<file path="config.mk">
export PLATFORM = sky130hd
export DESIGN_NAME = chc_front
export DESIGN_NICKNAME = d
export VERILOG_FILES = /design/src/chc_pkg.sv /design/src/chc_front.sv
export SDC_FILE = /design/constraint.sdc
export NUM_CORES = 1
export LEC_CHECK = 0
export BUFFER_PORTS_ARGS = -buffer_cell sky130_fd_sc_hd__buf_2
export CAP_MARGIN = 40
export CORE_AREA = 2 2 75 77
export CTS_CLUSTER_DIAMETER = 30
export DETAILED_ROUTE_END_ITERATION = 12
export DIE_AREA = 0 0 77 79
export PLACE_DENSITY_LB_ADDON = 0.12
export SLEW_MARGIN = 40
export SYNTH_ARGS = -nofsm -noshare
export SYNTH_HDL_FRONTEND = slang
export SYNTH_SLANG_ARGS = --single-unit
export TNS_END_PERCENT = 100
</file>
<file path="constraint.sdc">
create_clock -name aclk -period 3.05 [get_ports aclk]
set_input_delay 0.61 -clock aclk [delete_from_list [all_inputs] [get_ports aclk]]
set_output_delay 0.61 -clock aclk [all_outputs]
set_load 0.02 [all_outputs]
</file>
<file path="src/chc_pkg.sv">
`timescale 1ns / 1ps
`default_nettype none

package chc_pkg;

    // Datapath sizes
    localparam int CORDIC_STEPS      = 32;
    localparam int DATA_W            = 35;   // 2^31 magnitude, times gain and sqrt(2)
    localparam int ANG_W             = 32;   // binary angle, one turn is 2^32
    localparam int OUT_W             = 16;
    localparam int FRAC_BITS_DEFAULT = 7;
    localparam int PROD_W            = 42;   // 33-bit heading times 360

    localparam logic [ANG_W-1:0] HALF_TURN = 32'h8000_0000;

    // One item as it moves through the rotation stages
    typedef struct packed {
        logic signed [DATA_W-1:0] x;
        logic signed [DATA_W-1:0] y;
        logic [ANG_W-1:0]         ang;
        logic                     hold;   // angle exact already, no rotation
    } cordic_t;

    // atan(2^-i) in binary angle
    function automatic logic [ANG_W-1:0] atab(input int i);
        logic [ANG_W-1:0] t;
        case (i)
            0:  t = 32'h20000000;
            1:  t = 32'h12E4051E;
            2:  t = 32'h09FB385B;
            3:  t = 32'h051111D4;
            4:  t = 32'h028B0D43;
            5:  t = 32'h0145D7E1;
            6:  t = 32'h00A2F61E;
            7:  t = 32'h00517C55;
            8:  t = 32'h0028BE53;
            9:  t = 32'h00145F2F;
            10: t = 32'h000A2F98;
            11: t = 32'h000517CC;
            12: t = 32'h00028BE6;
            13: t = 32'h000145F3;
            14: t = 32'h0000A2F9;
            15: t = 32'h0000517D;
            16: t = 32'h000028BE;
            17: t = 32'h0000145F;
            18: t = 32'h00000A30;
            19: t = 32'h00000518;
            20: t = 32'h0000028C;
            21: t = 32'h00000146;
            22: t = 32'h000000A3;
            23: t = 32'h00000051;
            24: t = 32'h00000029;
            25: t = 32'h00000014;
            26: t = 32'h0000000A;
            27: t = 32'h00000005;
            28: t = 32'h00000003;
            29: t = 32'h00000001;
            30: t = 32'h00000001;
            default: t = 32'h00000000;
        endcase
        return t;
    endfunction

endpackage

`default_nettype wire

</file>
<file path="src/chc_front.sv">
`timescale 1ns / 1ps
`default_nettype none

// Joins the register bytes, folds the left half plane onto the right one.
module chc_front (
    input  wire logic            aclk,
    input  wire logic            aresetn,
    input  wire logic            in_valid,
    output logic                 in_ready,
    input  wire logic [7:0]      x_high,
    input  wire logic [7:0]      x_low,
    input  wire logic [7:0]      y_high,
    input  wire logic [7:0]      y_low,
    output logic                 out_valid,
    input  wire logic            out_ready,
    output chc_pkg::cordic_t     out_data
);

    logic               valid_reg;
    chc_pkg::cordic_t   data_reg;
    chc_pkg::cordic_t   data_next;
    logic signed [15:0] x16;
    logic signed [15:0] y16;
    logic signed [chc_pkg::DATA_W-1:0] xs;
    logic signed [chc_pkg::DATA_W-1:0] ys;

    assign in_ready  = !valid_reg || out_ready;
    assign out_valid = valid_reg;
    assign out_data  = data_reg;

    // Scale by 2^16, negate when x is negative
    always_comb begin
        x16 = {x_high, x_low};
        y16 = {y_high, y_low};
        xs  = chc_pkg::DATA_W'(x16) <<< 16;
        ys  = chc_pkg::DATA_W'(y16) <<< 16;
        if (x16[15]) begin
            data_next.x   = -xs;
            data_next.y   = -ys;
            data_next.ang = chc_pkg::HALF_TURN;
        end else begin
            data_next.x   = xs;
            data_next.y   = ys;
            data_next.ang = '0;
        end
        // y zero: angle is exactly 0 or a half turn
        data_next.hold = (y16 == 16'sd0);
    end

    always_ff @(posedge aclk) begin
        if (!aresetn) begin
            valid_reg <= 1'b0;
        end else if (in_ready) begin
            valid_reg <= in_valid;
        end
    end

    always_ff @(posedge aclk) begin
        if (in_ready && in_valid) begin
            data_reg <= data_next;
        end
    end

endmodule

`default_nettype wire

</file>
Word level (Yosys, flattened, before mapping)

Index checks and enable logic that the tools add are counted.

Flip-flop bits (word level): 104
Output and inout port bits: 105
Word-level logic and storage cells: 14

$add $sub $neg: 2
Muxes and demuxes: 1
Reduce and logical (&&, ||, !) cells: 4

Operators by type and width:

| operator             | count |
|---|---|
| 2-to-1 mux 98 bit    | 1 |
| negator 32 -> 35 bit | 2 |
| logical NOT 16 bit   | 1 |
| logical AND 1 bit    | 1 |
| logical NOT 1 bit    | 1 |
| logical OR 1 bit     | 1 |

Logic depth before layout (Yosys ltp)

Word-level depth: 3
Depth in mapped cells: 6
Gate-level depth less buffers: 6

Worst setup path after synthesis

No wires, ideal clock.

Kind: input -> register
From: input out_ready
To: register data_reg (netlist bit out_data[0]), enable pin
Arrival time: 1.874 ns
Required time: 2.649 ns
Slack: 0.775 ns
Cell stages on the path: 2
Buffers on the path: 0
Cell sequence: nand2b_1 and2_1

Word-level cells in the longest chain between the ends: 2

RTL lines:

| what                 | line            | source |
|---|---|---|
| start, declared      | chc_front.sv:15 | `input wire logic out_ready,` |
| logical OR 1 bit     | chc_front.sv:27 | `assign in_ready = !valid_reg \|\| out_ready;` |
| logical AND 1 bit    | chc_front.sv:59 | `if (in_ready && in_valid) begin` |
| end signal, assigned | chc_front.sv:60 | `data_reg <= data_next;` |
| end, declared        | chc_front.sv:20 | `chc_pkg::cordic_t data_reg;` |

No other way between the ends.
A chain may end at the register's enable or synchronous reset.

==> impl_metrics.py <==
metrics = {
    "synthesis": {
        "synth_xor_area_share_pct": 9.947,
        "yosysWarnings": 0,
        "synth_cell_types": 28,
        "synth_fa_ha_area_share_pct": 1.053,
        "netlist_area_um2": 2377,
        "synthCells": 208,
        "synthMuxAreaShare_pct": 0,
        "synth_top_family_by_area": "buffers and inverters",
        "synthSimpleGateAreaFrac_pct": 9.211,
        "ys_seq_elements": 41,
        "ys_seq_area_share_pct": 51.37,
        "synth-compound-area-share_pct": 6.947,
        "avgSynthCellArea_um2": 11.43,
    },
    "clock_tree": {
        "clk-insertion-delay-late_ns": 0.28,
        "holdBufCountCts": 0,
        "clkSlewWorstSetupHoldPaths_ns": 0.07,
        "cts_tree": "built",
        "cts.sinks": 41,
        "cts_resized": 0,
        "post_cts_buffers": 0,
        "cts_max_level": 2,
        "cts_made_buffers": 5,
        "cts_max_path_buffers": 2,
        "ctsRootBufferMaster": "clkbuf_8",
    },
    "drt": {
        "drt-pass1-iter-count": 4,
        "drc": 0,
        "drt-initial-drc-count": 59,
        "wl_met2_um": 1844,
        "wl_met3_um": 414,
        "vias": 1534,
        "met1_length_um": 1500,
        "wl_per_cell_um": 10.41,
        "dr.max_layer_used": "met4",
        "ant_nets": 0,
        "wirelength_um": 3810,
        "viasPerCell": 4.191,
    },
    "timing": {
        "setup-tns-final_ns": 0,
        "tightest_slew_ns": 0.5623,
        "clock_skew_ns": 0.001111,
        "whs_ns": 0.5207,
        "worst_slew_margin_rel_pct": 62.51,
        "hold_viol": 0,
        "setup_viol": 0,
        "rsz0062_at_grt": "false",
        "finalMaxSlewViolations": 0,
        "fin_crit_ns": 1.933,
        "period_share_pct": 63.38,
        "fmax_mhz": 517.3,
    },
    "critical_path": {
        "start_kind": "input port",
        "cp_max_fo": 3,
        "cpPeakStageDelay_ns": 0.53,
        "worstPathRequired_ns": 3.08,
        "slowest_stage": "or4_1",
        "cp-end-kind": "flip-flop",
        "crit_chain": "buf_2, or4_1, or3_1, o21ai_0, nand2_1",
        "critical_path_class": "input port to flip-flop",
        "crit_arrival_ns": 1.97,
    },
    "pwr": {
        "power.leakage_nw": 1.178,
        "power_density_nw_per_um2": 476.7,
        "peakVddDrop_v": 0.0001512,
    },
    "grt": {
        "first_global_vias": 1279,
        "track_usage_pct": 12.52,
        "grt_remaining_overflow": 0,
        "grt_antenna_before_repair": 0,
        "grt_pass1_wl_um": 5947,
        "grt_max_degree": 36,
    },
    "final_layout": {
        "drive_gt1_share_pct": 30.61,
        "syn_to_final_growth_pct": 14.00,
        "antenna_cells": 0,
        "fin_nets": 331,
        "final_common_cell": "buf_2",
        "layout_common_cells": "buf_2, conb_1, edfxtp_1",
        "nFillCells": 534,
    },
    "worst_hold_path": {
        "hold_class": "flip-flop to flip-flop",
    },
    "floorplan": {
        "die_width_um": 77,
        "die_area_um2": 6083,
        "core_region_area_um2": 5338,
        "num_io_pins": 141,
        "rows": 27,
        "die_h_um": 79,
        "floorplan.initialDensity_pct": 44.54,
    },
    "placed_design": {
        "gp_congestion": 0.7848,
        "hpwl_um": 3018,
        "portBuffers": 77,
    },
    "job": {
        "maxCapViolations": 0,
    },
    "outcome": {
        "status": "finished clean",
    },
}
==> stage by stage <==
stage / cells / utilization [%] / power [mW] / cell area [um2] / worst slack (ns)
floorplan: 273 / - / 0.9552 / 2621 / 0.7753
global placement: 358 / 49.25 / 0.9808 / 2629 / 0.8305
detailed placement: 358 / 49.25 / 0.9824 / 2629 / 0.8175
CTS: 366 / 50.77 / 1.311 / 2710 / 1.128
global route: 366 / 50.77 / 1.357 / 2710 / 1.007
finish: 366 / 50.77 / 1.292 / 2710 / 1.117
==> cells by family after synthesis <==
kind of cell,Yosys count
fa+ha+maj,2
other cells,1
buf+inv,72
simple gates,40
flops,41
xor+xnor,27
compound gates,25
==> sequential cells by signal (all words and copies together) (netlist names) <==
| name | count |
|---|---|
| out_data | 40 |
| out_valid | 1 |
==> report_power, final <==
group          switching [mW]  leakage (nW)  total, mW  internal (mW)
clock network           0.170        0.0430      0.324          0.154
logic                   0.204         0.739      0.286         0.0824
registers             0.00813         0.396      0.681          0.673
total                   0.383          1.18       1.29          0.909
==> worst paths after layout <==
check | startpoint | endpoint | slack, ns | cells past startpoint
setup reg to reg | out_valid$_SDFFE_PN0N_ | out_data[87]$_DFFE_PP_ | 1.52 | 3
setup / recovery | y_high[4] | out_data[67]$_DFFE_PP_ | 1.12 | 5
hold reg to reg | out_valid$_SDFFE_PN0N_ | out_valid$_SDFFE_PN0N_ | 0.52 | 2
hold / removal | out_valid$_SDFFE_PN0N_ | out_valid$_SDFFE_PN0N_ | 0.52 | 2
==> critical path: cells and delay by family <==
| family | cells | cell delay (ns) |
|---|---|---|
| buffers and inverters | 1 | 0.11 |
| AND/OR/NAND/NOR | 3 | 1.02 |
| AO/OA/AOI/OAI | 1 | 0.23 |
==> layout make-up <==
cell class	count	area [um2]	share of cell area [%]
clock buffer	5	68.82	2.539
clock inverter	3	12.51	0.4617
multi-input combinational	160	894.6	33.01
inverter	6	22.52	0.8310
timing repair buffer	79	400.4	14.77
sequential	41	1221	45.06
tap	72	90.09	3.324
==> cell usage after synthesis <==
| cell | n | area [um2] |
|---|---|---|
| nor4_1 | 2 | 12.51 |
| or3_1 | 2 | 12.51 |
| buf_4 | 63 | 473.0 |
| clkbuf_1 | 3 | 11.26 |
| edfxtp_1 | 40 | 1201 |
| a21boi_0 | 2 | 15.01 |
| nor3_1 | 3 | 15.01 |
| conb_1 | 1 | 3.750 |
| o21ai_2 | 2 | 17.52 |
| and2_1 | 1 | 6.260 |
| or4_4 | 2 | 22.52 |
| o21ai_0 | 11 | 55.05 |
| ha_1 | 2 | 25.02 |
| nor4b_1 | 1 | 8.760 |
| xnor2_1 | 26 | 227.7 |
| dfxtp_1 | 1 | 20.02 |
| nand2_1 | 13 | 48.80 |
| nor2_1 | 3 | 11.26 |
| nor2b_1 | 1 | 6.260 |
| o31ai_1 | 8 | 60.06 |
| inv_1 | 6 | 22.52 |
| o41ai_1 | 2 | 17.52 |
| nand2b_1 | 5 | 31.28 |
| nand4_1 | 1 | 6.260 |
| nand3_1 | 3 | 15.01 |
| nor3b_1 | 1 | 7.510 |
| or4_1 | 2 | 15.01 |
| xor2_1 | 1 | 8.760 |
==> routing by layer <==
metal	global-route usage, %	up-vias
li1	-	758
met1	14.93	688
met2	21.40	84
met3	3.750	4
met4	4.821	0
met5	0	-
No activity file was read; power rests on OpenSTA's default activity.
