===== src/chc_pkg.sv =====
`timescale 1ns / 1ps
`default_nettype none

package chc_pkg;

    // Datapath sizes
    localparam int CORDIC_STEPS      = 32;
    localparam int DATA_W            = 35;   // 2^31 magnitude, times gain and sqrt(2)
    localparam int ANG_W             = 32;   // binary angle, one turn is 2^32
    localparam int OUT_W             = 16;
    localparam int FRAC_BITS_DEFAULT = 7;
    localparam int PROD_W            = 42;   // 33-bit heading times 360

    localparam logic [ANG_W-1:0] HALF_TURN = 32'h8000_0000;

    // One item as it moves through the rotation stages
    typedef struct packed {
        logic signed [DATA_W-1:0] x;
        logic signed [DATA_W-1:0] y;
        logic [ANG_W-1:0]         ang;
        logic                     hold;   // angle exact already, no rotation
    } cordic_t;

    // atan(2^-i) in binary angle
    function automatic logic [ANG_W-1:0] atab(input int i);
        logic [ANG_W-1:0] t;
        case (i)
            0:  t = 32'h20000000;
            1:  t = 32'h12E4051E;
            2:  t = 32'h09FB385B;
            3:  t = 32'h051111D4;
            4:  t = 32'h028B0D43;
            5:  t = 32'h0145D7E1;
            6:  t = 32'h00A2F61E;
            7:  t = 32'h00517C55;
            8:  t = 32'h0028BE53;
            9:  t = 32'h00145F2F;
            10: t = 32'h000A2F98;
            11: t = 32'h000517CC;
            12: t = 32'h00028BE6;
            13: t = 32'h000145F3;
            14: t = 32'h0000A2F9;
            15: t = 32'h0000517D;
            16: t = 32'h000028BE;
            17: t = 32'h0000145F;
            18: t = 32'h00000A30;
            19: t = 32'h00000518;
            20: t = 32'h0000028C;
            21: t = 32'h00000146;
            22: t = 32'h000000A3;
            23: t = 32'h00000051;
            24: t = 32'h00000029;
            25: t = 32'h00000014;
            26: t = 32'h0000000A;
            27: t = 32'h00000005;
            28: t = 32'h00000003;
            29: t = 32'h00000001;
            30: t = 32'h00000001;
            default: t = 32'h00000000;
        endcase
        return t;
    endfunction

endpackage

`default_nettype wire


===== src/chc_cordic_stage.sv =====
`timescale 1ns / 1ps
`default_nettype none

// One vectoring step, rotation by atan(2^-STEP).
module chc_cordic_stage #(
    parameter int STEP = 0
) (
    input  wire logic               aclk,
    input  wire logic               aresetn,
    input  wire logic               in_valid,
    output logic                    in_ready,
    input  wire chc_pkg::cordic_t   in_data,
    output logic                    out_valid,
    input  wire logic               out_ready,
    output chc_pkg::cordic_t        out_data
);

    localparam logic [chc_pkg::ANG_W-1:0] ANGLE = chc_pkg::atab(STEP);

    logic             valid_reg;
    chc_pkg::cordic_t data_reg;
    chc_pkg::cordic_t data_next;
    logic signed [chc_pkg::DATA_W-1:0] xs;
    logic signed [chc_pkg::DATA_W-1:0] ys;

    assign in_ready  = !valid_reg || out_ready;
    assign out_valid = valid_reg;
    assign out_data  = data_reg;

    // Floor shifts, rotate toward y = 0
    always_comb begin
        xs        = in_data.x >>> STEP;
        ys        = in_data.y >>> STEP;
        data_next = in_data;
        if (!in_data.hold) begin
            if (!in_data.y[chc_pkg::DATA_W-1]) begin
                data_next.x   = in_data.x + ys;
                data_next.y   = in_data.y - xs;
                data_next.ang = in_data.ang + ANGLE;
            end else begin
                data_next.x   = in_data.x - ys;
                data_next.y   = in_data.y + xs;
                data_next.ang = in_data.ang - ANGLE;
            end
        end
    end

    always_ff @(posedge aclk) begin
        if (!aresetn) begin
            valid_reg <= 1'b0;
        end else if (in_ready) begin
            valid_reg <= in_valid;
        end
    end

    always_ff @(posedge aclk) begin
        if (in_ready && in_valid) begin
            data_reg <= data_next;
        end
    end

endmodule

`default_nettype wire


===== config.mk =====
export PLATFORM = sky130hd
export DESIGN_NAME = chc_cordic_stage
export DESIGN_NICKNAME = d
export VERILOG_FILES = /design/src/chc_pkg.sv /design/src/chc_cordic_stage.sv
export SDC_FILE = /design/constraint.sdc
export NUM_CORES = 1
export LEC_CHECK = 0
export BUFFER_PORTS_ARGS = -buffer_cell sky130_fd_sc_hd__buf_4
export CORE_MARGIN = 4
export CORE_UTILIZATION = 30
export CTS_BUF_LIST = sky130_fd_sc_hd__clkbuf_4
export CTS_CLUSTER_SIZE = 40
export DETAILED_ROUTE_END_ITERATION = 8
export GPL_ROUTABILITY_DRIVEN = 0
export PLACE_DENSITY = 0.58
export SYNTH_ARGS = -nofsm -noshare
export SYNTH_HDL_FRONTEND = slang
export SYNTH_SLANG_ARGS = --single-unit

===== constraint.sdc =====
create_clock -name aclk -period 5.6 [get_ports aclk]
set_input_delay 1.68 -clock aclk [delete_from_list [all_inputs] [get_ports aclk]]
set_output_delay 1.68 -clock aclk [all_outputs]
set_load 0.01 [all_outputs]

Yosys cells after proc, flatten, opt, wreduce, memory -nomap -nowiden
Index checks and enable logic that the tools add are counted.

Bits in registers: 104. Word-level logic and storage cells: 15.

Reduce and logical (&&, ||, !) cells: 3. $add $sub $neg: 5. Muxes and demuxes: 2.

Operators with widths (count): two-way mux 102 bit (2); subtractor 35 bit (2); adder 35 bit (1); adder 32 x 30 -> 32 bit, second input constant (1); subtractor 32 x 30 -> 32 bit, second input constant (1); logical AND 1 bit (1); zero test 1 bit (1); logical OR 1 bit (1).

Logic depth before layout (Yosys ltp)
Depth after elaboration: 3. Depth in mapped cells: 14.

Least setup slack after synthesis
No wires, ideal clock.

Path kind: input-to-reg. Start point: input port out_ready. End point: register data_reg (netlist bit out_data[0]), enable pin. Stages on the path: 2. Slack: 0.855 ns. Data required time: 5.126 ns. Library setup time: 0.474 ns. Arrival: 4.272 ns. Path buffers: 0. Path through: nand2b_1 and2_1.

Word-level cells in the longest chain between the ends: 2.

RTL lines: start, declared (RTL line chc_cordic_stage.sv:14) `input wire logic out_ready,`; logical OR 1 bit (RTL line chc_cordic_stage.sv:26) `assign in_ready = !valid_reg || out_ready;`; logical AND 1 bit (RTL line chc_cordic_stage.sv:57) `if (in_ready && in_valid) begin`; end signal, assigned (RTL line chc_cordic_stage.sv:58) `data_reg <= data_next;`; end, declared (RTL line chc_cordic_stage.sv:21) `chc_pkg::cordic_t data_reg;`.

No other way between the ends. A chain may end at the register's enable or synchronous reset.

==> summary.txt <==
Run status
  • Status: complete, no violations

Timing
  • Max Clk Rate: 217.4 MHz
  • RSZ-0062 raised after global routing: no
  • Final hold violations: 0
  • Measured slew at the worst slew-check pin: 0.9016 ns
  • Fin crit share: 82.14%
  • Final setup violation count: 0
  • Worst setup margin: 0.9999 ns
  • Setup TNS: 0 ns
  • Clock Skew: 0.03109 ns
  • Slew Viols, Final: 0
  • Slew HR: 39.89%
  • Min Tclk post-route: 4.600 ns

Final layout
  • Net count reported at finish: 1611
  • Layout cell share with drive strength beyond 1: 19.56%
  • Area of the multi-input gates: 6442 sq um
  • Register Area: 3113 sq um
  • Synth-to-layout area growth: 21.01%
  • Fill count: 3454

Yosys
  • Post-synthesis sequential area ratio: 30.33%
  • Asr flop ratio synth: 0%
  • Post-Synth Simple-Gate Area: 13.66%
  • Multiplexer share of the synthesized area: 3.437%
  • Post-synthesis compound-gate area fraction: 26.63%
  • #FFs+latches synth: 104
  • Adder-Cell Fraction of Synth Area: 13.46%
  • Top post-synthesis cells by area: edfxtp_1, ha_1, a21oi_1, xnor2_1, o21ai_0
  • Syn Inst Count: 1223
  • Yosys top cell by area: edfxtp_1
  • Largest family of logic cells by synthesized area: compound AO/OA/AOI/OAI gates
  • Number of synthesized flops with an enable pin: 103
  • Synth Warn #: 0
  • Synth top area share: 30.13%
  • Synth Area in XOR/XNOR: 5.546%
  • Cell Area, Synth: 10260 sq um
  • Top post-synthesis cells by count: a21oi_1, inv_1, ha_1, edfxtp_1, nand2_1
  • Top-count cell post-synth: a21oi_1
  • Syn Nets: 1438
  • Top_reg_cell synth: edfxtp_1
  • Count of different cell masters after synthesis: 82
  • Syn_area_per_cell: 8.393 sq um

Floorplan
  • Die X: 193.0 um
  • I/O pin total: 212
  • Row count: 67
  • DIE AREA: 37240 sq um
  • Die Y: 193.0 um
  • Core Area: 33620 sq um
  • Initial Util: 30.54%

Critical path
  • Kind of critical path: in -> reg
  • CP startpoint kind: primary input
  • WP buf/inv: 2
  • CP max stage delay: 0.61 ns
  • Crit-path max FO: 14
  • CP top delay family: compound AO/OA/AOI/OAI gates
  • CP Cell Sequence: buf_4 -> inv_1 -> ha_1 -> or4_4 -> nor4_2 -> o211ai_1 -> o21ai_2 -> nor2_2 -> o31ai_4 -> a211oi_2 -> o31ai_4 -> o311ai_1 -> a311o_1
  • Arrival @ worst endpoint: 4.90 ns
  • Crit-path most repeated cell: o31ai_4
  • Slowest cell on crit path: or4_4
  • Worst path required time: 5.90 ns
  • Setup crit end kind: flop

Clock network
  • H-tree lvl count: 3
  • Post-CTS sizing: 0
  • CTS clk-pin slew, worst paths: 0.19 ns
  • Clock Latency Late Sink: 0.55 ns
  • Maximum clock path buffer count: 2
  • CTS tree: done
  • CTS Sinks: 104
  • Postcts setup bufs: 0
  • Hold buffers post-CTS: 0
  • Number of buffers created by CTS: 9
  • CTS root buf: clkbuf_4

Routing
  • DRT iter0 DRCs: 882
  • Avg WL per Cell: 18.75 um
  • Via-to-Cell Ratio: 5.232
  • Via count: 9685
  • Post-Route WL: 34.70 mm
  • Final routed DRC violation total: 0
  • DRT Pass-1 Iters: 6
  • Routed Antenna Nets: 0

GRT
  • Number of global-route vias before repair: 9508
  • Pin count of the biggest net entering global routing: 61
  • First-pass GRT wire length: 53.42 mm
  • Global route total overflow: 0
  • Initial antenna violation count: 1
  • GRT Total Usage: 18.06%

Worst hold path
  • Class of the worst hold path: reg -> reg

Pwr
  • VDD IR max: 95.02 uV
  • Pwr per Cell Area: 202.5 nW/um^2
  • Static leakage: 0.005337 uW
  • Int Power: 1536 uW
  • Combinational share of power: 43.0%
  • Switching part of the total: 38.92%
  • Psw: 979.1 uW
  • Seq pwr share: 38.6%
  • Clock share of power: 18.4%
  • Total power: 2515 uW

Placement
  • Post-DP HPWL: 27.11 mm
  • IO buf count: 211
  • Dpl ws: 0.5303 ns

Run
  • Maxcap violations: 0
## per-layer routing
metal | wire length (um) | share of wire (%) | up-vias | GRT usage [%]
li1 | - | - | 4728 | -
met1 | 15260 | 44 | 4459 | 25.11
met2 | 15490 | 45 | 436 | 28.24
met3 | 2999 | 8.6 | 62 | 3.853
met4 | 951 | 2.7 | 0 | 5.556
met5 | 0 | 0 | - | 0
## cells by family after synthesis
| group | Yosys count |
|---|---|
| flops | 104 |
| mux | 35 |
| fa+ha+maj | 108 |
| compound gates | 434 |
| simple gates | 297 |
| xor+xnor | 65 |
| buf+inv | 180 |
## power groups by stage
stage | logic [uW] | registers [uW] | clock network [uW]
final | 1080 | 970 | 463
after floorplan | 646 | 1020 | 0
after global placement | 1070 | 989 | 0
after detailed placement | 1070 | 989 | 0
after global routing | 1190 | 978 | 520
after CTS | 1080 | 972 | 486
## worst min-delay path, delay by kind of cell (launching register included)
family	cells	cell delay, ns
and+or+nand+nor	1	0.10
AOI/OAI and AO/OA	1	0.08
DFF	1	0.36
## placed cells by master, fill, tap and decap left out, types with 6 or more instances in the layout
cell type,instances
nand3_1,18
or2_1,7
o21a_1,8
ha_1,104
a211oi_1,15
clkbuf_4,9
nand4_1,14
nor3_1,24
nor2_1,85
edfxtp_1,103
a21boi_0,6
o21ai_0,83
a21o_1,25
or3_1,7
o21ai_1,29
mux2i_1,33
buf_4,224
nand2b_1,11
nand2_1,87
o21bai_1,32
xnor2_1,57
a221o_1,7
xor2_1,8
a31oi_1,10
a21oi_1,151
nor4_1,8
o211ai_1,11
nor2b_1,16
inv_2,9
inv_1,108
## cell type report
class                   instances  area share (%)
inverters                     117           3.535
clock inverters                 7          0.7454
multi-input cells             939           51.86
flip-flops and latches        104           25.06
repair buffers                225           13.70
clock buffers                   9          0.5439
well taps                     448           4.512
diodes                          2         0.04029
## sequential cells by signal, indices dropped and copies added, names as in the netlist
signal	flops
out_data	103
out_valid	1
## per-stage QoR
stage / instances / hold WS (ns) / cell area (sq um) / util, %
after floorplan: 1223 / 0.6096 / 10260 / -
after global placement: 1833 / 0.5186 / 12260 / 36.46
after detailed placement: 1833 / 0.5412 / 12260 / 36.46
after CTS: 1849 / 0.5623 / 12420 / 36.94
after global routing: 1851 / 0.6055 / 12420 / 36.95
final: 1851 / 0.5590 / 12420 / 36.95
## path summary, 6_finish.rpt
| path | start | end | slack, ns | cells past startpoint |
|---|---|---|---|---|
| max | in_data[44] | out_data[67]$_DFFE_PP_ | 1.0 | 13 |
| min | out_valid$_SDFFE_PN0N_ | out_valid$_SDFFE_PN0N_ | 0.56 | 2 |
| max reg2reg | out_valid$_SDFFE_PN0N_ | out_data[71]$_DFFE_PP_ | 3.71 | 3 |
| min reg2reg | out_valid$_SDFFE_PN0N_ | out_valid$_SDFFE_PN0N_ | 0.56 | 2 |
(Power assumes the default switching activity.)
