## src/chc_pkg.sv

```systemverilog
`timescale 1ns / 1ps
`default_nettype none

package chc_pkg;

    // Datapath sizes
    localparam int CORDIC_STEPS      = 32;
    localparam int DATA_W            = 35;   // 2^31 magnitude, times gain and sqrt(2)
    localparam int ANG_W             = 32;   // binary angle, one turn is 2^32
    localparam int OUT_W             = 16;
    localparam int FRAC_BITS_DEFAULT = 7;
    localparam int PROD_W            = 42;   // 33-bit heading times 360

    localparam logic [ANG_W-1:0] HALF_TURN = 32'h8000_0000;

    // One item as it moves through the rotation stages
    typedef struct packed {
        logic signed [DATA_W-1:0] x;
        logic signed [DATA_W-1:0] y;
        logic [ANG_W-1:0]         ang;
        logic                     hold;   // angle exact already, no rotation
    } cordic_t;

    // atan(2^-i) in binary angle
    function automatic logic [ANG_W-1:0] atab(input int i);
        logic [ANG_W-1:0] t;
        case (i)
            0:  t = 32'h20000000;
            1:  t = 32'h12E4051E;
            2:  t = 32'h09FB385B;
            3:  t = 32'h051111D4;
            4:  t = 32'h028B0D43;
            5:  t = 32'h0145D7E1;
            6:  t = 32'h00A2F61E;
            7:  t = 32'h00517C55;
            8:  t = 32'h0028BE53;
            9:  t = 32'h00145F2F;
            10: t = 32'h000A2F98;
            11: t = 32'h000517CC;
            12: t = 32'h00028BE6;
            13: t = 32'h000145F3;
            14: t = 32'h0000A2F9;
            15: t = 32'h0000517D;
            16: t = 32'h000028BE;
            17: t = 32'h0000145F;
            18: t = 32'h00000A30;
            19: t = 32'h00000518;
            20: t = 32'h0000028C;
            21: t = 32'h00000146;
            22: t = 32'h000000A3;
            23: t = 32'h00000051;
            24: t = 32'h00000029;
            25: t = 32'h00000014;
            26: t = 32'h0000000A;
            27: t = 32'h00000005;
            28: t = 32'h00000003;
            29: t = 32'h00000001;
            30: t = 32'h00000001;
            default: t = 32'h00000000;
        endcase
        return t;
    endfunction

endpackage

`default_nettype wire

```

## src/chc_scale.sv

```systemverilog
`timescale 1ns / 1ps
`default_nettype none

// Heading = one turn minus angle, scaled to degrees: multiply, then round and saturate.
module chc_scale #(
    parameter int FRAC_BITS = chc_pkg::FRAC_BITS_DEFAULT
) (
    input  wire logic                        aclk,
    input  wire logic                        aresetn,
    input  wire logic                        in_valid,
    output logic                             in_ready,
    input  wire logic [chc_pkg::ANG_W-1:0]   in_ang,
    output logic                             out_valid,
    input  wire logic                        out_ready,
    output logic [chc_pkg::OUT_W-1:0]        heading
);

    localparam int WIDE_W = chc_pkg::PROD_W + FRAC_BITS;

    logic                          prod_valid_reg;
    logic [chc_pkg::PROD_W-1:0]    prod_reg;
    logic [chc_pkg::PROD_W-1:0]    prod_next;
    logic [chc_pkg::ANG_W:0]       h;
    logic                          out_valid_reg;
    logic [chc_pkg::OUT_W-1:0]     heading_reg;
    logic [chc_pkg::OUT_W-1:0]     heading_next;
    logic [WIDE_W-1:0]             wide;
    logic [31:0]                   q;
    logic                          prod_ready;

    assign prod_ready = !out_valid_reg || out_ready;
    assign in_ready   = !prod_valid_reg || prod_ready;
    assign out_valid  = out_valid_reg;
    assign heading    = heading_reg;

    // Negate the angle; zero reads as a full turn
    always_comb begin
        h = {1'b0, (chc_pkg::ANG_W)'(0) - in_ang};
        if (in_ang == '0) begin
            h = {1'b1, {chc_pkg::ANG_W{1'b0}}};
        end
        prod_next = chc_pkg::PROD_W'(h) * chc_pkg::PROD_W'(360);
    end

    // Round half up, saturate to the output width
    always_comb begin
        wide = (WIDE_W'(prod_reg) << FRAC_BITS) + WIDE_W'(64'h8000_0000);
        q    = 32'(wide >> 32);
        if (q > 32'h0000_FFFF) begin
            heading_next = '1;
        end else begin
            heading_next = q[chc_pkg::OUT_W-1:0];
        end
    end

    always_ff @(posedge aclk) begin
        if (!aresetn) begin
            prod_valid_reg <= 1'b0;
            out_valid_reg  <= 1'b0;
        end else begin
            if (in_ready) begin
                prod_valid_reg <= in_valid;
            end
            if (prod_ready) begin
                out_valid_reg <= prod_valid_reg;
            end
        end
    end

    always_ff @(posedge aclk) begin
        if (in_ready && in_valid) begin
            prod_reg <= prod_next;
        end
        if (prod_ready && prod_valid_reg) begin
            heading_reg <= heading_next;
        end
    end

endmodule

`default_nettype wire

```

## config.mk

```make
export PLATFORM = sky130hd
export DESIGN_NAME = chc_scale
export DESIGN_NICKNAME = d
export VERILOG_FILES = /design/src/chc_pkg.sv /design/src/chc_scale.sv
export SDC_FILE = /design/constraint.sdc
export NUM_CORES = 1
export LEC_CHECK = 0
export BUFFER_PORTS_ARGS = -buffer_cell sky130_fd_sc_hd__buf_2
export CAP_MARGIN = 20
export CORE_MARGIN = 4
export CORE_UTILIZATION = 45
export DETAILED_ROUTE_END_ITERATION = 16
export PLACE_DENSITY = 0.67
export SYNTH_ARGS = -nofsm -noshare
export SYNTH_HDL_FRONTEND = slang
export SYNTH_SLANG_ARGS = --single-unit
```

## constraint.sdc

```tcl
create_clock -name aclk -period 16.5 [get_ports aclk]
set_clock_uncertainty 0.15 [all_clocks]
set_input_delay 2.475 -clock aclk [delete_from_list [all_inputs] [get_ports aclk]]
set_output_delay 2.475 -clock aclk [all_outputs]
set_load 0.01 [all_outputs]
```

Word-level counts from Yosys, hierarchy flattened:

Cells that the tools add are included.

* output and inout bits: 18
* register bits after elaboration: 57
* input port bits: 36
* logic and storage cells: 16

* reduce and logical (&&, ||, !) cells: 7
* multiplexer cells: 1
* multipliers: 1
* $lt $le $gt $ge: 1
* $add $sub $neg: 2

Operators by type and width (count)
* $add 49x32->49 const B: 1
* $mul 33x6->39 const B: 1
* $mux 33: 1
* $logic_not 32->1: 1
* $sub 1x32->32 const A: 1
* $gt 17x16->1 const B: 1
* $logic_and 1x1->1: 2
* $logic_not 1->1: 2
* $logic_or 1x1->1: 2

Logic depth before layout (Yosys ltp):

Gate-level depths: netlist of run 1.

* depth in word-level cells: 4
* mapped depth: 27

Worst setup path after synthesis of run 1:

OpenSTA, ideal clock, no wires.

* path type: input-to-reg
* start: in in_ang[8] (netlist name)
* end: reg prod_reg[39] (netlist name) (data pin)
* setup slack: 7.788 ns
* buffers on the path: 3
* arrival time: 8.367 ns
* cell stages on the path: 22
* setup time: 0.195 ns
* cells stage by stage: or4_4 or4_4 or3_1 clkbuf_2 or4_1 buf_2 or3_1 buf_6 and2_1 ha_1 inv_1 fa_1 fa_1 inv_1 ha_1 nand3_1 or3_1 o211ai_1 a21oi_1 o31ai_1 nor2_1 o311ai_0

* word-level cells in the longest chain between the ends: 3
* elaborated cells between the ends (all ways): 4
* classes of those cells: 1 x add/sub; 1 x mul; 1 x mux; 1 x reduce/logical

RTL lines
* start: declaration: line chc_scale.sv:12 `input wire logic [chc_pkg::ANG_W-1:0] in_ang,`
* $sub 1x32->32 / $logic_not 32->1 (equally long branches): line chc_scale.sv:38, chc_scale.sv:39
* $mux 33 *: line chc_scale.sv:39 `if (in_ang == '0) begin`
* $mul 33x6->39 *: line chc_scale.sv:42 `prod_next = chc_pkg::PROD_W'(h) * chc_pkg::PROD_W'(360);`
* via prod_next (one bit): line chc_scale.sv:22 `logic [chc_pkg::PROD_W-1:0] prod_next;`
* end signal: assignment: line chc_scale.sv:72 `prod_reg <= prod_next;`
* end: declaration: line chc_scale.sv:21 `logic [chc_pkg::PROD_W-1:0] prod_reg;`

The timed path passes the listed nets; every way through them passes the cells marked *.
A chain may end at the register's enable or synchronous reset.

Final worst setup path of run 1:

Ends and elaborated chain as after synthesis.

==> results by group, run 1 <==
Logic synthesis
  – Unique masters post-synth: 54
  – Seq/Total Area, Yosys: 18.56%
  – Synth area leaders: fa_1 18%, edfxtp_1 18%, ha_1 14%
  – Warnings, synthesis: 0
  – Syn nets: 806
  – Flip-flop and latch count after synthesis: 36
  – Top cell type by total area after synthesis: fa_1
  – Post-synthesis cell count: 653
  – Synth top area share: 18.21%
  – Cell area after synthesis: 5717 sq um
  – Syn avg cell area: 8.755 sq um
  – Post-synth ARST share: 0%
  – Ys flop type: edfxtp_1
  – Post-synth EDFFs: 34

Die
  – Starting Density: 46.81%
  – Ports: 54
  – Die W: 120.7 um
  – # rows: 40
  – Die area: 14570 sq um
  – Core footprint: 12210 sq um
  – Die Y: 120.7 um

Outcome
  – Outcome: finished, final reports clean

Global route
  – Total gr overflow: 0
  – Vias in the first global route: 4162
  – GRT Total Usage: 15.13%
  – Global-route wire length before repair: 18.46 mm
  – Largest net degree at the start of global routing: 19
  – Initial antenna violation count: 0

CTS
  – Clk Latency, worst-skew pair: 270 ps
  – Num CTS Buffers: 5
  – Resized Gates After CTS: 0
  – Clk slew on worst S/H paths: 50 ps
  – Hold-fix buffers, CTS: 0
  – CTS tree: yes
  – CTS Sinks: 36
  – H-tree depth: 2
  – Post-CTS setup buffers: 0
  – Clock Tree Buf Depth: 2
  – Clk root buf: clkbuf_16

Critical path
  – CP arrival: 9130 ps
  – CP Launch Type: input pin
  – WP depth: 20
  – Top cell by count, worst path: or3_1
  – Critical path cell sequence: buf_2 -> or4_4 -> or4_4 -> or3_1 -> or4_1 -> or3_1 -> and2_1 -> ha_1 -> inv_1 -> fa_1 -> fa_1 -> inv_1 -> ha_1 -> nand3_1 -> or3_1 -> o211ai_1 -> a21oi_1 -> o31ai_1 -> nor2_1 -> o311ai_0
  – CP delay by family, top: simple AND/OR/NAND/NOR gates
  – CP required: 16420 ps
  – Slowest stage cell, crit path: or3_1
  – Crit Path Class: input pin to register
  – Slowest Stage Delay on Critical Path: 600 ps
  – Worst Reg-to-Reg Cells: 7
  – Worst path bufs/invs: 3
  – Crit Path Max Fanout: 8
  – CP endpoint kind: register

STA
  – RSZ-0062 raised after global routing: false
  – Final count of pins violating max slew: 0
  – FMAX: 108.6 MHz
  – Crit share post-route: 55.80%
  – Setup TNS: 0 ps
  – Min Tclk post-route: 9207 ps
  – Worst-Margin Slew: 950.5 ps
  – Setup violations, final: 0
  – Slew margin rel.: 36.42%
  – Fin. Hold Viols: 0

Finish
  – Layout cells sized above 1: 9.972%
  – Area growth syn-to-layout: 10.33%
  – Final #Nets: 854
  – Ant. Diodes: 0
  – Most common cell after layout, fill and taps aside: inv_1
  – Final cell count without fillers: 870
  – Largest register FFs: 18
  – Commonest cells after routing, fill and taps aside: 126 x inv_1, 65 x ha_1, 53 x buf_2

Drt
  – Top routing layer used: met4
  – Drc violations: 0
  – Met2 WL: 4.702 mm
  – DRT antenna net count: 0
  – Via count: 4310
  – DR WL/cell: 12.25 um
  – Routed wl met3: 349 um
  – Via-per-instance ratio: 4.954
  – Routed WL: 10.66 mm
  – Pre-antenna DRT Iters: 4
  – First DRT Iteration DRCs: 105
  – WL met1: 5.463 mm

Pwr
  – PwrDens: 112.4 nW/um^2
  – Sw power: 0.2986 mW
  – Flop pwr share: 22.9%
  – Cell-internal power: 0.4106 mW
  – Net Sw Frac: 42.11%
  – Worst vdd ir: 0.04770 mV
  – Logic pwr share: 62.7%
  – Leakage power: 2.953 nW
  – Total Power: 0.7092 mW
  – Clock share of power: 14.4%

Flow run
  – Max Cap Violations: 0

Placement
  – DP HPWL: 9.558 mm
  – Placed cells: 862
  – GPL Wtd Cong: 0.8917
  – I/O Buffers: 53

Worst hold path
  – Min-delay worst type: register to register
  – Hold Crit Depth: 1
[cell usage after synthesis, types with 12 or more instances]
cell type and count:
a21oi_1 39, edfxtp_1 34, fa_1 52, ha_1 65, inv_1 126, nand2_1 49
nor2_1 31, nor3_1 16, o21ai_0 17, or3_1 12, xnor2_1 43, xor2_1 29
[cell type report]
type / instances / area (sq um)
Tap cell: 168 / 210.2
Inverter: 126 / 473.0
Clock buffer: 6 / 128.9
Clock inverter: 2 / 35.03
Timing Repair Buffer: 55 / 280.3
Sequential cell: 36 / 1061
Fill cell: 1143 / 5904
Multi-Input combinational cell: 477 / 4119
[power by group through the flow]
| stage | Sequential (mW) | Clock [mW] | Combinational [mW] |
|---|---|---|---|
| finish | 0.163 | 0.102 | 0.445 |
| global route | 0.167 | 0.107 | 0.512 |
| CTS | 0.163 | 0.103 | 0.446 |
| detailed placement | 0.165 | 0 | 0.442 |
| global placement | 0.164 | 0 | 0.429 |
| floorplan | 0.164 | 0 | 0.344 |
[per-stage QoR]
stage	area [sq um]	utilization [%]	setup slack [ps]	hold slack, ps
3_5_place_dp	6143	50.31	6965	357.3
6_report	6307	51.65	7293	369.6
2_1_floorplan	5717	-	7788	326.8
5_1_grt	6307	51.65	6899	407.1
4_1_cts	6307	51.65	7246	369.1
3_3_place_gp	6136	50.25	7135	336.1
[kinds of logic (layout without fill, tap and decap cells)]
family	after synthesis	count (layout)	share of synthesized area, %
xor gates and xnor gates	73	73	11.51
muxes	4	4	0.7004
and+or+nand+nor	185	185	16.85
buffers and inverters	140	189	9.389
adders and majority gates	117	117	32.44
other	1	1	0.06560
AOI/OAI and AO/OA	97	97	10.48
DFF	36	36	18.56
[layer usage]
metal / track usage, % / vias up
met1: 21.75 / 1945
li1: - / 2273
met2: 24.45 / 78
met5: 0 / -
met4: 3.399 / 0
met3: 1.918 / 14
[worst reg2reg max path, cell delays in order (launching register included)]
cell	delay, ps
edfxtp_1	420
and3_1	220
and3_1	220
and3_1	180
and2_1	200
nand4_1	110
xor2_1	760
o21ai_0	210
[final timing paths]
path / start / endpoint / slack [ps]
setup / recovery: in_ang[8] / prod_reg[39]$_DFFE_PP_ / 7290
hold / removal: prod_valid_reg$_SDFFE_PN0N_ / out_valid$_SDFFE_PN0P_ / 370
setup reg to reg: prod_reg[26]$_DFFE_PP_ / heading[3]$_SDFFCE_PN1P_ / 13730
hold reg to reg: prod_valid_reg$_SDFFE_PN0N_ / out_valid$_SDFFE_PN0P_ / 370
Power figures use the tool's default switching activity.
==> run 2: changes to the inputs <==
Clock period 16.5 ns to 9.2 ns, I/O delays scaled along.
==> results by group, run 2 (synthesized netlist as in run 1, its figures left out) <==
Finish
  – Largest register FFs: 18 (unchanged)
  – Commonest cells after routing, fill and taps aside: 126 x inv_1, 65 x ha_1, 53 x buf_2
  – Most common cell after layout, fill and taps aside: inv_1
  – Finished Cell Area: 6280 sq um (-0.44%)
  – Multi-input logic area: 4119 sq um (unchanged)
  – # fillers: 1169 (+2.3%)
  – Final #Nets: 854 (unchanged)
  – Area growth syn-to-layout: 9.849%
  – Ant. Diodes: 0 (unchanged)
  – Reg area: 1061 sq um (unchanged)
  – Final core utilization: 51.42% (-0.23 points)
  – Layout cells sized above 1: 9.687% (-0.28 points)

Critical path
  – CP endpoint kind: register
  – Crit Path Max Fanout: 8 (unchanged)
  – CP required: 9130 ps (-7290 ps)
  – Top cell by count, worst path: or3_1
  – CP arrival: 8030 ps (-1100 ps)
  – Crit Path Class: input pin to register
  – CP Launch Type: input pin
  – Slowest Stage Delay on Critical Path: 600 ps (about the same)
  – Slowest stage cell, crit path: or3_1
  – Critical path cell sequence: buf_2 -> or4_4 -> or4_4 -> or3_1 -> or4_1 -> or3_1 -> and2_1 -> ha_1 -> inv_1 -> fa_1 -> fa_1 -> inv_1 -> ha_1 -> nand3_1 -> or3_1 -> o211ai_1 -> a21oi_1 -> o31ai_1 -> nor2_1 -> o311ai_0

Drt
  – Via-per-instance ratio: 4.982 (+0.56%)
  – Routed WL: 10.73 mm (+0.64%)
  – Via count: 4334 (+0.56%)
  – Drc violations: 0 (unchanged)
  – DRT antenna net count: 0 (unchanged)
  – DR WL/cell: 12.33 um (+0.64%)
  – First DRT Iteration DRCs: 152 (+45%)
  – Pre-antenna DRT Iters: 4 (unchanged)

STA
  – Worst-Margin Slew: 900.8 ps (-49.74 ps)
  – Crit share post-route: 88.09%
  – RSZ-0062 raised after global routing: false
  – Slew margin rel.: 39.74% (+3.3 points)
  – Min Tclk post-route: 8104 ps
  – Final count of pins violating max slew: 0 (unchanged)
  – Hold Slack: 362.9 ps (-6.739 ps)
  – Fin. Hold Viols: 0 (unchanged)
  – Setup violations, final: 0 (unchanged)
  – Setup TNS: 0 ps (unchanged)
  – FMAX: 123.4 MHz

Global route
  – Initial antenna violation count: 0 (unchanged)
  – Global-route wire length before repair: 18.73 mm (+1.4%)
  – Largest net degree at the start of global routing: 19 (unchanged)
  – Total gr overflow: 0 (unchanged)
  – Vias in the first global route: 4208 (+1.1%)
  – GRT Total Usage: 15.24% (+0.11 points)

CTS
  – Clk root buf: clkbuf_16
  – Clk Latency, worst-skew pair: 270 ps (about the same)
  – Clock Tree Buf Depth: 2 (unchanged)
  – Resized Gates After CTS: 0 (unchanged)
  – Hold-fix buffers, CTS: 0 (unchanged)
  – H-tree depth: 2 (unchanged)
  – Post-CTS setup buffers: 0 (unchanged)
  – Clk slew on worst S/H paths: 50 ps (about the same)
  – Num CTS Buffers: 5 (unchanged)
  – CTS Sinks: 36 (unchanged)
  – CTS tree: yes

Flow run
  – Max Cap Violations: 0 (unchanged)

Die
  – Ports: 54 (unchanged)
  – Die W: 120.7 um (unchanged)
  – Die Y: 120.7 um (unchanged)
  – Starting Density: 46.81% (unchanged)
  – # rows: 40 (unchanged)
  – Core footprint: 12210 sq um (unchanged)
  – Die area: 14570 sq um (unchanged)

Pwr
  – Worst vdd ir: 0.07856 mV (+65%)
  – Flop pwr share: 23.6% (+0.7 points)
  – Leakage power: 2.938 nW (-0.52%)
  – Total Power: 1.241 mW (+75%)
  – Cell-internal power: 0.7083 mW (+73%)
  – PwrDens: 197.6 nW/um^2 (+76%)
  – Clock share of power: 12.3% (-2.1 points)
  – Sw power: 0.5325 mW (+78%)
  – Net Sw Frac: 42.91% (+0.81 points)
  – Logic pwr share: 64.1% (+1.4 points)

Placement
  – Post-place instance area: 6143 sq um (unchanged)
  – GPL Wtd Cong: 0.8917 (unchanged)
  – DP HPWL: 9.588 mm (+0.31%)
  – I/O Buffers: 53 (unchanged)

Worst hold path
  – Min-delay worst type: register to register

Outcome
  – Outcome: finished, final reports clean
run 2: per-stage QoR:
step	setup WS (ps)	cells
final	1096	870
after global routing	717.2	870
after CTS	1067	870
after detailed placement	774.9	862
after global placement	929.9	861
after floorplan	1583	653
run 2: power by group through the flow:
stage	registers (mW)	clock network, mW	logic, mW
2_1_floorplan	0.295	0	0.617
3_3_place_gp	0.293	0	0.769
3_5_place_dp	0.296	0	0.794
4_1_cts	0.294	0.157	0.800
5_1_grt	0.300	0.163	0.920
6_report	0.293	0.153	0.795
run 2: worst paths after layout:
| path | startpoint | cells after the start | slack (ps) | to |
|---|---|---|---|---|
| setup reg to reg | prod_reg[26]$_DFFE_PP_ | 7 | 6470 | heading[8]$_SDFFCE_PN1P_ |
| hold reg to reg | prod_valid_reg$_SDFFE_PN0N_ | 1 | 360 | out_valid$_SDFFE_PN0P_ |
| hold / removal | prod_valid_reg$_SDFFE_PN0N_ | 1 | 360 | out_valid$_SDFFE_PN0P_ |
| setup / recovery | in_ang[8] | 20 | 1100 | prod_reg[39]$_DFFE_PP_ |
run 2: critical path, delay by kind of cell:
kind            cells  cell delay, ps
simple gates        9            3520
fa+ha+maj           4            1630
compound gates      4            1210
buf+inv             3             290
run 2: cell type report:
class / instances / area share (%)
Timing Repair Buffer: 55 / 4.463
Sequential cell: 36 / 16.90
Clock buffer: 7 / 2.112
Clock inverter: 1 / 0.05977
Inverter: 126 / 7.531
Tap cell: 168 / 3.347
Multi-Input combinational cell: 477 / 65.59
run 2: layer usage:
layer / global-route usage [%] / share of wire [%]
met1: 22.00 / 50
met4: 2.904 / 0.97
met3: 1.637 / 3.7
met2: 24.97 / 45
met5: 0 / 0
==> run 3: changes to the inputs <==
Clock period 9.2 ns to 8.5 ns, I/O delays scaled along.
==> results by group, run 3 (synthesized netlist as in run 1, its figures left out) <==
Finish
  – Largest register FFs: 18 (unchanged)
  – Area growth syn-to-layout: 10.07%
  – Final #Nets: 856 (+0.23%)
  – Most common cell after layout, fill and taps aside: inv_1
  – Commonest cells after routing, fill and taps aside: 126 x inv_1, 65 x ha_1, 53 x buf_2
  – # fillers: 1177 (+0.68%)
  – Ant. Diodes: 0 (unchanged)
  – Final cell count without fillers: 871 (+0.11%)
  – Layout cells sized above 1: 10.10% (+0.41 points)

STA
  – RSZ-0062 raised after global routing: false
  – Fin. Hold Viols: 0 (unchanged)
  – Worst setup margin: 742.4 ps (-353.6 ps)
  – Setup violations, final: 0 (unchanged)
  – Min Tclk post-route: 7758 ps
  – Final count of pins violating max slew: 0 (unchanged)
  – Setup TNS: 0 ps (unchanged)
  – Slew margin rel.: 38.50% (-1.2 points)
  – Worst-Margin Slew: 919.3 ps (+18.54 ps)
  – Crit share post-route: 91.27%
  – FMAX: 128.9 MHz

Drt
  – First DRT Iteration DRCs: 159 (+4.6%)
  – DR WL/cell: 12.46 um (+1.0%)
  – Pre-antenna DRT Iters: 4 (unchanged)
  – DRT antenna net count: 0 (unchanged)
  – Via count: 4354 (+0.46%)
  – Routed WL: 10.85 mm (+1.1%)
  – Drc violations: 0 (unchanged)
  – Via-per-instance ratio: 4.999 (+0.35%)

Worst hold path
  – Hold path startpoint: prod_valid_reg$_SDFFE_PN0N_
  – Min-delay worst type: register to register

Critical path
  – CP arrival: 7680 ps (-350 ps)
  – Crit Path Max Fanout: 7 (-1)
  – CP required: 8430 ps (-700 ps)
  – Crit Path Class: input pin to register
  – Reg2reg start: prod_reg[26]$_DFFE_PP_
  – CP endpoint kind: register
  – CP Launch Type: input pin
  – Crit. Startpoint: in_ang[8]

Die
  – Ports: 54 (unchanged)
  – Core footprint: 12210 sq um (unchanged)
  – # rows: 40 (unchanged)
  – Starting Density: 46.81% (unchanged)
  – Die W: 120.7 um (unchanged)
  – Die area: 14570 sq um (unchanged)
  – Die Y: 120.7 um (unchanged)

Placement
  – GPL Wtd Cong: 0.8475 (-5.0%)
  – Placed cells: 864 (+0.23%)
  – DP HPWL: 9.645 mm (+0.60%)
  – Setup Slack @ Placement: 450.8 ps (-324.1 ps)
  – I/O Buffers: 53 (unchanged)

Global route
  – Total gr overflow: 0 (unchanged)
  – Global-route wire length before repair: 19.27 mm (+2.9%)
  – Vias in the first global route: 4366 (+3.8%)
  – Largest net degree at the start of global routing: 19 (unchanged)
  – Initial antenna violation count: 0 (unchanged)
  – GRT Total Usage: 15.73% (+0.49 points)

Outcome
  – Outcome: finished, final reports clean

CTS
  – Clk Latency, worst-skew pair: 270 ps (about the same)
  – Hold-fix buffers, CTS: 0 (unchanged)
  – CTS Sinks: 36 (unchanged)
  – CTS tree: yes
  – Post-CTS setup buffers: 0 (unchanged)
  – Num CTS Buffers: 5 (unchanged)
  – Resized Gates After CTS: 0 (unchanged)
  – H-tree depth: 2 (unchanged)
  – Clk root buf: clkbuf_16
  – Clk slew on worst S/H paths: 50 ps (about the same)
  – Clock Tree Buf Depth: 2 (unchanged)

Flow run
  – Max Cap Violations: 0 (unchanged)

Pwr
  – PwrDens: 214.4 nW/um^2 (+8.5%)
  – Leakage power: 2.949 nW (+0.37%)
  – Worst vdd ir: 0.08882 mV (+13%)
[run 3: metal layers]
layer  share of wire (%)  track usage (%)
met5                   0                0
met4                 1.2            4.037
met3                 3.4            1.637
met2                  45            25.57
met1                  50            22.49
[run 3: through the flow]
step | cell area (sq um) | power [mW] | util [%] | hold slack, ps
after floorplan | 5717 | 0.9872 | - | 326.8
after global placement | 6151 | 1.149 | 50.37 | 337.7
after detailed placement | 6158 | 1.181 | 50.43 | 363.7
after CTS | 6292 | 1.352 | 51.53 | 371.3
after global routing | 6292 | 1.497 | 51.53 | 424.6
final | 6292 | 1.349 | 51.53 | 367.7
[run 3: layout make-up]
cell class,count,area [sq um],area share (%)
Sequential cell,36,1061,16.86
Clock inverter,1,5.005,0.07954
Tap cell,168,210.2,3.341
Clock buffer,6,128.9,2.048
Inverter,126,473.0,7.516
Multi-Input combinational cell,477,4119,65.46
Timing Repair Buffer,57,295.3,4.693
[run 3: critical path, stage by stage]
cell and delay [ps]:
buf_2 140, or4_4 550, or4_4 450, or3_1 490
or4_1 580, or3_1 390, and2_1 180, ha_1 290
inv_1 120, fa_1 460, fa_1 520, inv_1 40
ha_1 380, nand3_1 110, or3_1 350, o211ai_1 240
a21oi_1 210, o31ai_1 500, nor2_1 140, o311ai_0 290
[run 3: final timing paths]
kind	end	slack [ps]	cells after the start
setup / recovery	prod_reg[39]$_DFFE_PP_	740	20
hold / removal	out_valid$_SDFFE_PN0P_	370	1
setup reg to reg	heading[3]$_SDFFCE_PN1P_	5750	7
hold reg to reg	out_valid$_SDFFE_PN0P_	370	1
[run 3: report_power, final]
| group | switching (mW) | total (mW) | internal (mW) |
|---|---|---|---|
| Sequential | 0.0311 | 0.316 | 0.285 |
| Clock | 0.0572 | 0.163 | 0.106 |
| Combinational | 0.495 | 0.870 | 0.375 |
